==> src/vtsd_pkg.sv <==
// vtsd_pkg: shared types and codes for the videotex screen decoder.
// Payload word structs, sequencer states, step-unit operations, byte codes.
// No dependencies.
`timescale 1ns / 1ps
`default_nettype none
package vtsd_pkg;

    localparam int ROW_BITS  = 5;
    localparam int COL_BITS  = 6;
    localparam int CELL_BITS = 8;

    localparam logic [7:0] CODE_NUL   = 8'h00;
    localparam logic [7:0] CODE_BS    = 8'h08;
    localparam logic [7:0] CODE_HT    = 8'h09;
    localparam logic [7:0] CODE_LF    = 8'h0A;
    localparam logic [7:0] CODE_VT    = 8'h0B;
    localparam logic [7:0] CODE_FF    = 8'h0C;
    localparam logic [7:0] CODE_CR    = 8'h0D;
    localparam logic [7:0] CODE_CON   = 8'h11;
    localparam logic [7:0] CODE_COFF  = 8'h14;
    localparam logic [7:0] CODE_CAN   = 8'h18;
    localparam logic [7:0] CODE_ESC   = 8'h1B;
    localparam logic [7:0] CODE_RS    = 8'h1E;
    localparam logic [7:0] CODE_SPACE = 8'h20;
    localparam logic [7:0] CODE_DEL   = 8'h7F;
    localparam logic [7:0] CODE_HIGH  = 8'h80;
    localparam logic [7:0] ATTR_MASK  = 8'h1F;

    localparam logic REQ_BYTE = 1'b0;
    localparam logic REQ_READ = 1'b1;

    typedef struct packed {
        logic                req_type;
        logic [7:0]          char_byte;
        logic [ROW_BITS-1:0] read_row;
        logic [COL_BITS-1:0] read_col;
    } in_t;

    typedef struct packed {
        logic [CELL_BITS-1:0] cell_data;
        logic                 read_ok;
        logic [ROW_BITS-1:0]  cursor_row;
        logic [COL_BITS-1:0]  cursor_col;
        logic                 cursor_visible;
    } out_t;

    typedef enum logic [2:0] {
        ST_INIT,
        ST_IDLE,
        ST_EXEC,
        ST_LINE,
        ST_WIPE,
        ST_DONE
    } state_t;

    typedef enum logic [2:0] {
        STEP_HOLD,
        STEP_COL_INC,
        STEP_COL_DEC,
        STEP_ROW_INC,
        STEP_ROW_DEC
    } step_op_t;

endpackage
`default_nettype wire

==> src/vtsd_step.sv <==
// vtsd_step: shared position step unit, one column or row move with wrap.
// Serves cursor moves and the cell sweeps. Depends on vtsd_pkg.
`timescale 1ns / 1ps
`default_nettype none
module vtsd_step
    import vtsd_pkg::*;
#(
    parameter int ROWS = 24,
    parameter int COLS = 40
) (
    input  wire step_op_t            op,
    input  wire logic [ROW_BITS-1:0] row_in,
    input  wire logic [COL_BITS-1:0] col_in,
    output logic      [ROW_BITS-1:0] row_out,
    output logic      [COL_BITS-1:0] col_out
);

    localparam logic [ROW_BITS-1:0] ROW_LAST = ROW_BITS'(ROWS - 1);
    localparam logic [COL_BITS-1:0] COL_LAST = COL_BITS'(COLS - 1);

    logic [ROW_BITS-1:0] row_up;
    logic [ROW_BITS-1:0] row_dn;

    assign row_up = (row_in == ROW_LAST) ? '0 : row_in + ROW_BITS'(1);
    assign row_dn = (row_in == '0) ? ROW_LAST : row_in - ROW_BITS'(1);

    always_comb begin
        row_out = row_in;
        col_out = col_in;
        case (op)
            STEP_COL_INC: begin
                if (col_in == COL_LAST) begin
                    col_out = '0;
                    row_out = row_up;
                end else begin
                    col_out = col_in + COL_BITS'(1);
                end
            end
            STEP_COL_DEC: begin
                if (col_in == '0) begin
                    col_out = COL_LAST;
                    row_out = row_dn;
                end else begin
                    col_out = col_in - COL_BITS'(1);
                end
            end
            STEP_ROW_INC: row_out = row_up;
            STEP_ROW_DEC: row_out = row_dn;
            default: ;
        endcase
    end

endmodule
`default_nettype wire

==> config.mk <==
export PLATFORM = sky130hd
export DESIGN_NAME = vtsd_step
export DESIGN_NICKNAME = d
export VERILOG_FILES = /design/src/vtsd_pkg.sv /design/src/vtsd_step.sv
export SDC_FILE = /design/constraint.sdc
export NUM_CORES = 1
export LEC_CHECK = 0
export ABC_AREA = 1
export BUFFER_PORTS_ARGS = -buffer_cell sky130_fd_sc_hd__clkbuf_2
export CAP_MARGIN = 20
export CORE_MARGIN = 2
export CORE_UTILIZATION = 45
export DETAILED_ROUTE_END_ITERATION = 16
export PLACE_DENSITY = 0.84
export SLEW_MARGIN = 20
export SYNTH_ARGS = -nofsm -noshare
export SYNTH_HDL_FRONTEND = slang
export SYNTH_SLANG_ARGS = --single-unit
export TNS_END_PERCENT = 30
==> constraint.sdc <==
create_clock -name vclk -period 2.4
set_clock_uncertainty 0.05 [all_clocks]
set_input_delay 0.24 -clock vclk [all_inputs]
set_output_delay 0.24 -clock vclk [all_outputs]
set_load 0.005 [all_outputs]
==> results of run 1 <==
[worst min-delay path: cells and delay by family]
kind / cells / cell delay [ns]
buffers and inverters: 2 / 0.21
and+or+nand+nor: 2 / 0.12
[synth_stat cells]
library cell	number	area, um2
nand2_1	39	146
nor3_2	1	10.0
inv_1	21	78.8
o211ai_1	2	15.0
nor3_1	1	5.00
nand3_2	6	60.1
buf_2	1	5.00
nand3_1	19	95.1
nor2_2	1	6.26
nor2_4	2	22.5
buf_6	2	22.5
o21ai_0	6	30.0
ha_1	4	50.1
o21ai_1	1	5.00
o221ai_1	1	8.76
nand3_4	1	17.5
xor2_1	3	26.3
nor2_1	16	60.1
nand2_2	10	62.6
inv_2	4	15.0
a21oi_1	2	10.0
[layout make-up]
cell class,instances,area [um2],share of cell area (%)
multi-input combinational,115,631,72.5
timing repair buffer,25,125,14.4
inverter,25,93.8,10.8
tap,16,20.0,2.30
[cells by family (layout without fill, tap and decap cells)]
| kind of cell | Yosys count | in the layout |
|---|---|---|
| AOI/OAI and AO/OA | 12 | 12 |
| adders and majority gates | 4 | 4 |
| and+or+nand+nor | 96 | 96 |
| xor gates and xnor gates | 3 | 3 |
| buffers and inverters | 28 | 50 |
[power by group]
part           switching, mW  internal (mW)
clock network              0              0
registers                  0              0
logic                 0.0848         0.0565
[stage by stage]
stage                     instance area [um2]  hold WS [ns]  setup slack, ns  std cells  util, %
after floorplan                           752         0.514             1.17        143        -
after global placement                    870         0.754            0.852        181     56.4
after detailed placement                  870         0.766            0.802        181     56.4
after CTS                                 870         0.766            0.800        181     56.4
after global routing                      870         0.793            0.709        181     56.4
final                                     870         0.762            0.790        181     56.4
[per-layer routing]
layer  global-route usage [%]  routed length [um]  up-vias  share of wire, %
li1                         -                   -      494                 -
met1                     24.6                 785      424                45
met2                     29.6                 825       35                47
met3                        0                 132        0               7.6
met4                        0                   0        0                 0
met5                        0                   0        -                 0
[worst max path at each step]
| stage | start | to | slack, ns | depth (start not counted) |
|---|---|---|---|---|
| 2_1_floorplan | col_in[0] | row_out[4] | 1.17 | 8 |
| 3_3_place_gp | col_in[0] | row_out[4] | 0.85 | 10 |
| 3_5_place_dp | col_in[0] | row_out[4] | 0.80 | 10 |
| 4_1_cts | col_in[0] | row_out[4] | 0.80 | 10 |
| 5_1_grt | col_in[0] | row_out[2] | 0.71 | 10 |
| 6_report | col_in[0] | row_out[4] | 0.79 | 10 |
==> Flow_metrics.wiki, run 1 <==
{| class="wikitable"
! Metric !! Value
|-
| Result of the run || finished, final reports clean
|-
| Share of final-layout standard cells stronger than drive strength 1 || 30.3%
|-
| Worst stage delay on the critical path || 0.22 ns
|-
| Total number of sequential cells || 0
|-
| Warnings from Yosys || 0
|-
| Cts repair resizes || 0
|-
| Peak supply drop || 0.0716 mV
|-
| Count of final hold-check violations || 0
|-
| Final clock period utilization by the worst path || 67.1%
|-
| Count of buffering cells on the critical path with inverters included || 3
|-
| Net count after synthesis || 161
|-
| CP endpoint kind || output port
|-
| Total gr overflow || 0
|-
| Most common cell after layout, fill and taps aside || nand2_1
|-
| Count of distinct cell types in the synthesized netlist || 21
|-
| Complex-gate fraction of the synthesized area || 9.15%
|-
| Filler cell count || 154
|-
| Iteration-0 DRC Markers || 48
|-
| Overall Power || 141 uW
|-
| Final setup fails || 0
|-
| Inserted Diodes || 0
|-
| Worst path slowest cell || ha_1
|-
| Element type at the critical path start || primary input
|-
| Post-Route Setup TNS || 0 ns
|-
| Number of nets at the end of the flow || between 150 and 200
|-
| Main combinational cell family by area after synthesis || simple AND/OR/NAND/NOR gates
|-
| Share of the yosys chip area belonging to registers || 0%
|-
| DRC || 0
|-
| Area added between synthesis and finish || 15.6%
|-
| Mean routed wirelength per cell || 9.64 um
|-
| CP top delay family || simple AND/OR/NAND/NOR gates
|-
| IO Count || 25
|-
| Post-Synth XOR/XNOR Area || around 3.5%
|-
| FF/Latch Area || 0 um2
|-
| Multiplexer share of the synthesized area || 0%
|-
| Top library cells by usage in the layout, fill and taps aside || nand2_1 (39), clkbuf_2 (25), inv_1 (21), nand3_1 (19), nor2_1 (16)
|-
| Share of synthesized cell area in and, or, nand and nor gates || 64.6%
|-
| Vert. Die Dim || 44.9 um
|-
| Unrepaired setup endpoints after global routing || false
|-
| Worst hold path type || primary input to output port
|-
| ANT nets after route || 0
|-
| Slew of the pin with the lowest slew margin || 0.285 ns
|-
| Vias per cell || roughly 5.3
|-
| Worst max-slew margin expressed relative to the limit || 80.9%
|-
| Mean instance size in the synthesized netlist || approximately 5.3 um2
|-
| Highest net fanout along the worst path || 5
|-
| Width of the die || ~45 um
|-
| Via total after detailed routing || 953
|-
| Adder and majority gate portion of the synthesized area || 6.66%
|-
| Final number of max-transition violations || 0
|-
| Routability cong. || ~0.9
|-
| Number of global-route vias before repair || 706
|-
| Cell-by-cell listing of the critical path || clkbuf_2, inv_1, ha_1, nand2_2, nor2_2, nand2_2, nand2_2, nand2_1, nand3_2, clkbuf_2
|-
| Count of cells along the worst hold path || 4
|-
| Initial Utilization || 48.8%
|-
| Number of hold buffers added after CTS || 0
|-
| Cell area power density || 163 mW/mm2
|-
| Number of clock-tree buffers in the layout || 0
|-
| Total setup buffers inserted after CTS || 0
|-
| Maximum number of pins on one net before global-route repair || 10
|-
| Hold path startpoint || row_in[0]
|-
| Class of the most critical setup path || primary input to output port
|-
| Dpl hpwl || 1.52 mm
|-
| Die area || 0.00201 mm2
|-
| Global-route wire length before repair || 2.73 mm
|-
| Cells after synthesis || 143
|-
| Data required time of the worst path || between 2 and 2.5 ns
|-
| Worst-case hold path end point || row_out[0]
|-
| Detailed-routing iteration count for the pre-antenna-repair pass || 6
|-
| Max-capacitance violation count || 0
|-
| Cell with the most instances on the worst path || nand2_2
|-
| PortBufs || 25
|-
| Combined global-route utilization of all metal layers || between 15 and 20%
|-
| Core box area || 0.00154 mm2
|-
| Lkg Pwr || 0.528 nW
|-
| Number of antenna violations at the first check in global routing || 0
|-
| Standard-cell rows || 14
|-
| Post-synthesis instance area || ~750 um2
|-
| Arr. time, crit path || 1.32 ns
|-
| Detailed-route wire length || approximately 1.7 mm
|-
| Max Clock Freq || 621 MHz
|-
| Final worst path period need || 1.61 ns
|}
(Power assumes the default switching activity.)
==> inputs of run 2 (changes only) <==
--- a/config.mk
+++ b/config.mk
@@ -11,7 +11,7 @@
 export CORE_MARGIN = 2
 export CORE_UTILIZATION = 45
 export DETAILED_ROUTE_END_ITERATION = 16
-export PLACE_DENSITY = 0.84
+export PLACE_DENSITY = 0.87
 export SLEW_MARGIN = 20
 export SYNTH_ARGS = -nofsm -noshare
 export SYNTH_HDL_FRONTEND = slang
==> constraint.sdc (replaced) <==
create_clock -name vclk -period 1.3
set_clock_uncertainty 0.05 [all_clocks]
set_input_delay 0.13 -clock vclk [all_inputs]
set_output_delay 0.13 -clock vclk [all_outputs]
set_load 0.005 [all_outputs]
==> run 2 against run 1 <==
  * Core utilization grew 13 points
  * Sequential cell count did not move
  * Setup slack got worse by 0.76 ns
  * Cell area grew 22%
  * Die area stayed put
  * Count of clock-buffer cells in the layout unchanged
  * Combinational power up 140%
  * Via count rose by 7.0%
  * Total power is 140% higher
  * Wire length up 35%
==> Flow_metrics.wiki, run 2 (synthesis gave the netlist of run 1 again) <==
{| class="wikitable"
! Metric !! Value
|-
| Data required time of the worst path || 1.12 ns
|-
| Slew of the pin with the lowest slew margin || about 0.20 ns
|-
| Number of antenna violations at the first check in global routing || 0
|-
| Final-layout worst hold slack || 0.565 ns
|-
| Non-filler instance count after layout || roughly 190
|-
| Max-capacitance violation count || 0
|-
| Via total after detailed routing || 1020
|-
| Width of the die || 44.9 um
|-
| Final clock period utilization by the worst path || 97.5%
|-
| Worst max-slew margin expressed relative to the limit || 86.3%
|-
| Worst path slowest cell || ha_4
|-
| Detailed-routing iteration count for the pre-antenna-repair pass || 4
|-
| Area added between synthesis and finish || 41.4%
|-
| Dpl hpwl || 1.60 mm
|-
| Routability cong. || 0.882
|-
| Instance area after placement || approximately 910 um2
|-
| Peak supply drop || about 0.23 mV
|-
| Detailed-route wire length || approximately 2.4 mm
|-
| Placed cell count || 186
|-
| Most common cell after layout, fill and taps aside || nand2_1
|-
| Count of cells along the worst hold path || 4
|-
| Final number of max-transition violations || 0
|-
| FF/Latch Area || 0 um2
|-
| Number of clock-tree buffers in the layout || 0
|-
| Iteration-0 DRC Markers || 43
|-
| Element type at the critical path start || primary input
|-
| Highest net fanout along the worst path || 4
|-
| Vert. Die Dim || roughly 45 um
|-
| Count of buffering cells on the critical path with inverters included || 4
|-
| Result of the run || finished, final reports clean
|-
| Combined global-route utilization of all metal layers || between 10% and 20%
|-
| ANT nets after route || 0
|-
| CP endpoint kind || output port
|-
| Cell area power density || 313 mW/mm2
|-
| Maximum number of pins on one net before global-route repair || 10
|-
| Worst hold path type || primary input to output port
|-
| Final worst path period need || 1.27 ns
|-
| Vias per cell || 5.43
|-
| Number of nets at the end of the flow || 192
|-
| Final setup fails || 0
|-
| Number of cells on the critical path || 10
|-
| Worst stage delay on the critical path || between 0.15 and 0.2 ns
|-
| CP top delay family || simple AND/OR/NAND/NOR gates
|-
| Die area || ~0.002 mm2
|-
| Unrepaired setup endpoints after global routing || true
|-
| Class of the most critical setup path || primary input to output port
|-
| Worst slack after detailed placement || -0.0335 ns
|-
| Mean routed wirelength per cell || 12.5 um
|-
| Final Instance Area || approximately 0.0011 mm2
|-
| PortBufs || 25
|-
| Core box area || 0.00154 mm2
|-
| Count of final hold-check violations || 0
|-
| Standard-cell rows || 14
|-
| Initial Utilization || 48.8%
|-
| DRC || 0
|-
| Top library cells by usage in the layout, fill and taps aside || nand2_1 (37), clkbuf_2 (20), inv_1 (15), nand3_1 (14), nor2_1 (12)
|-
| Arr. time, crit path || 1.09 ns
|-
| Filler cell count || 118
|-
| Lkg Pwr || 0.570 nW
|-
| Total gr overflow || 0
|-
| Share of final-layout standard cells stronger than drive strength 1 || about 45%
|-
| Global-route wire length before repair || 3.20 mm
|-
| Cell-by-cell listing of the critical path || buf_8, inv_4, ha_4, inv_1, nor2_2, nand2_1, nand3_1, nand2_1, nand3_1, clkbuf_2
|-
| Final setup margin || 0.0320 ns
|-
| Max Clock Freq || 789 MHz
|-
| IO Count || 25
|-
| Inserted Diodes || 0
|-
| Total number of sequential cells || 0
|-
| Number of global-route vias before repair || 789
|}
[run 2: power breakdown]
part	internal [mW]	switching, mW	leakage (nW)
Combinational	0.140	0.193	0.570
Sequential	0	0	0
Clock	0	0	0
Total	0.140	0.193	0.570
[run 2: final timing paths]
| path | from | end | slack, ns |
|---|---|---|---|
| setup / recovery | col_in[0] | col_out[5] | 0.03 |
| hold / removal | row_in[4] | row_out[4] | 0.57 |
[run 2: routing by layer]
metal | global-route usage (%) | routed length, um | up-vias
met1 | 31.1 | 972 | 451
met5 | 0 | 0 | -
met2 | 32.2 | 1210 | 52
met3 | 0 | 140 | 4
li1 | - | - | 513
met4 | 0 | 37 | 0
[run 2: what timing repair did]
item	CTS	global route
buffers inserted	0	2
pin swaps	2	12
hold buffers	0	0
hold endpoints to repair	0	0
resized for setup	4	41
endpoints found under the setup margin	7	9
[run 2: worst min-delay path: stages]
cell,delay (ns)
clkbuf_2,0.15
nand2_2,0.06
nand3_2,0.05
clkbuf_2,0.10
[run 2: cell type report]
cell class | count | area [um2] | share of cell area [%]
inverters | 25 | 98.8 | 9.29
multi-input cells | 115 | 742 | 69.8
well taps | 16 | 20.0 | 1.88
repair buffers | 32 | 203 | 19.1
[run 2: per-stage QoR]
step | total power [mW] | TNS, ns | util, %
floorplan | 0.174 | 0 | -
global placement | 0.266 | 0 | 58.8
detailed placement | 0.275 | -0.127 | 58.8
CTS | 0.283 | -0.000553 | 60.5
global route | 0.364 | -0.132 | 69.0
finish | 0.333 | 0 | 69.0
==> inputs of run 3 (changes only) <==
--- a/config.mk
+++ b/config.mk
@@ -12,7 +12,7 @@
 export CORE_UTILIZATION = 45
 export DETAILED_ROUTE_END_ITERATION = 16
 export PLACE_DENSITY = 0.87
-export SLEW_MARGIN = 20
+export REMOVE_ABC_BUFFERS = 1
 export SYNTH_ARGS = -nofsm -noshare
 export SYNTH_HDL_FRONTEND = slang
 export SYNTH_SLANG_ARGS = --single-unit
==> run 3 against run 2 <==
  * Total power rose by 2.0%
  * Non-clock buffer count fell by 1
  * Sequential share of layout area did not move
  * Via count rose by 1.2%
  * Setup slack got worse by 0.022 ns
  * Critical endpoint is now row_out[3]
==> Flow_metrics.wiki, run 3 (synthesis gave the netlist of run 1 again) <==
{| class="wikitable"
! Metric !! Value
|-
| Routability cong. || 0.889
|-
| Vert. Die Dim || ~45 um
|-
| Worst max-slew margin expressed relative to the limit || 82.9%
|-
| Worst-case hold path end point || row_out[3]
|-
| Final Instance Area || 0.00108 mm2
|-
| Iteration-0 DRC Markers || slightly above 40
|-
| Maximum number of pins on one net before global-route repair || 9
|-
| Global-route wire length before repair || 3.22 mm
|-
| Number of global-route vias before repair || 805
|-
| Mean routed wirelength per cell || around 13 um
|-
| Arr. time, crit path || 1.11 ns
|-
| Most common cell after layout, fill and taps aside || nand2_1
|-
| Total number of sequential cells || 0
|-
| Core box area || between 0.0015 and 0.002 mm2
|-
| Initial Utilization || between 40% and 50%
|-
| Non-filler instance count after layout || 187
|-
| Detailed-routing iteration count for the pre-antenna-repair pass || 4
|-
| Data required time of the worst path || 1.12 ns
|-
| Inserted Diodes || 0
|-
| Hold path startpoint || row_in[3]
|-
| Lkg Pwr || 0.591 nW
|-
| Final worst path period need || 1.29 ns
|-
| Count of cells along the worst hold path || 4
|-
| Final setup fails || 0
|-
| CP endpoint kind || output port
|-
| Die area || 0.00201 mm2
|-
| Switching part of the total || 59.0%
|-
| IO Count || 25
|-
| Total gr overflow || 0
|-
| Width of the die || 44.9 um
|-
| Placed cell count || 186
|-
| Final number of max-transition violations || 0
|-
| Max Clock Freq || 775 MHz
|-
| Class of the most critical setup path || primary input to output port
|-
| Standard-cell rows || 14
|-
| Area added between synthesis and finish || 43.4%
|-
| Net switching power figure || 200 uW
|-
| ANT nets after route || 0
|-
| Combinational share of power || 100.0%
|-
| Highest net fanout along the worst path || 4
|-
| Via total after detailed routing || 1032
|-
| Post-Route Setup TNS || 0 ns
|-
| Number of hold buffers added after CTS || 0
|-
| Internal power || 139 uW
|-
| Part of the power in registers || 0%
|-
| Combined global-route utilization of all metal layers || about 20%
|-
| Number of antenna violations at the first check in global routing || 0
|-
| Slew of the pin with the lowest slew margin || 0.255 ns
|-
| Worst hold path type || primary input to output port
|-
| Number of clock-tree buffers in the layout || 0
|-
| Peak supply drop || 0.162 mV
|-
| Detailed-route wire length || 2.45 mm
|-
| Dpl hpwl || 1.65 mm
|-
| Core occupancy in the finished layout || 70.0%
|-
| Instance area after placement || approximately 900 um2
|-
| Result of the run || finished, final reports clean
|-
| Max-capacitance violation count || 0
|-
| Vias per cell || 5.52
|-
| Top library cells by usage in the layout, fill and taps aside || nand2_1 (34), clkbuf_2 (19), nor2_1 (14), inv_1 (13), nand3_1 (13)
|-
| Clk network pwr share || 0%
|-
| Number of nets at the end of the flow || 191
|-
| Element type at the critical path start || primary input
|-
| FF/Latch Area || 0 um2
|-
| Count of final hold-check violations || 0
|-
| DRC || 0
|-
| Share of final-layout standard cells stronger than drive strength 1 || 47.4%
|-
| PortBufs || 25
|-
| Final clock period utilization by the worst path || 99.2%
|-
| Cell area power density || 315 mW/mm2
|-
| Final-layout worst hold slack || 0.563 ns
|}
## run 3: changes by cell type in the layout (fill, tap and decap cells not counted), moves of 3 or more
cell,before,now
buf_4,8,4
nand2_1,37,34
nand2_4,1,4
buf_6,0,4
## run 3: cell type report
cell class                 instances  area (um2)
multi-input combinational        115         767
fill                             112         463
timing repair buffer              31         193
inverter                          25        98.8
tap                               16        20.0
## run 3: critical path: stages
cell and delay, ns:
clkbuf_2 0.15, inv_2 0.07, buf_4 0.15, nor2_1 0.15, nand3_1 0.09, o21ai_0 0.11
nand2_2 0.08, nand3_2 0.07, clkbuf_2 0.11
## run 3: per-layer routing
metal / vias to the layer above / track usage, % / share of wire, %
met3: 4 / 0.400 / 6.8
met5: - / 0 / 0
met1: 474 / 28.7 / 41
met2: 41 / 35.4 / 51
li1: 513 / - / -
met4: 0 / 2.94 / 0.73
## run 3: per-stage QoR
step                      total power [mW]  setup WS [ns]
final                                0.340        0.00987
after global placement               0.267        -0.0147
after detailed placement             0.275        -0.0298
after global routing                 0.371        -0.0243
after floorplan                      0.156          0.288
after CTS                            0.279        0.00709
## run 3: power groups by stage
stage / Clock [mW] / Sequential, mW / Combinational [mW]
floorplan: 0 / 0 / 0.156
global placement: 0 / 0 / 0.267
detailed placement: 0 / 0 / 0.275
CTS: 0 / 0 / 0.279
global route: 0 / 0 / 0.371
finish: 0 / 0 / 0.340
## run 3: timing repair
item / CTS / global route
setup endpoints to repair: 5 / 9
pin swaps: 1 / 14
cloned: 0 / 0
buffers inserted: 0 / 1
gates resized for setup: 3 / 50
## run 3: how the worst max path moves through the flow
stage	from	endpoint	depth (start not counted)
final	row_in[0]	row_out[3]	9
after global routing	col_in[4]	row_out[3]	9
after global placement	col_in[0]	row_out[3]	10
after detailed placement	col_in[0]	row_out[3]	10
after floorplan	col_in[0]	row_out[4]	8
after CTS	col_in[1]	row_out[0]	9
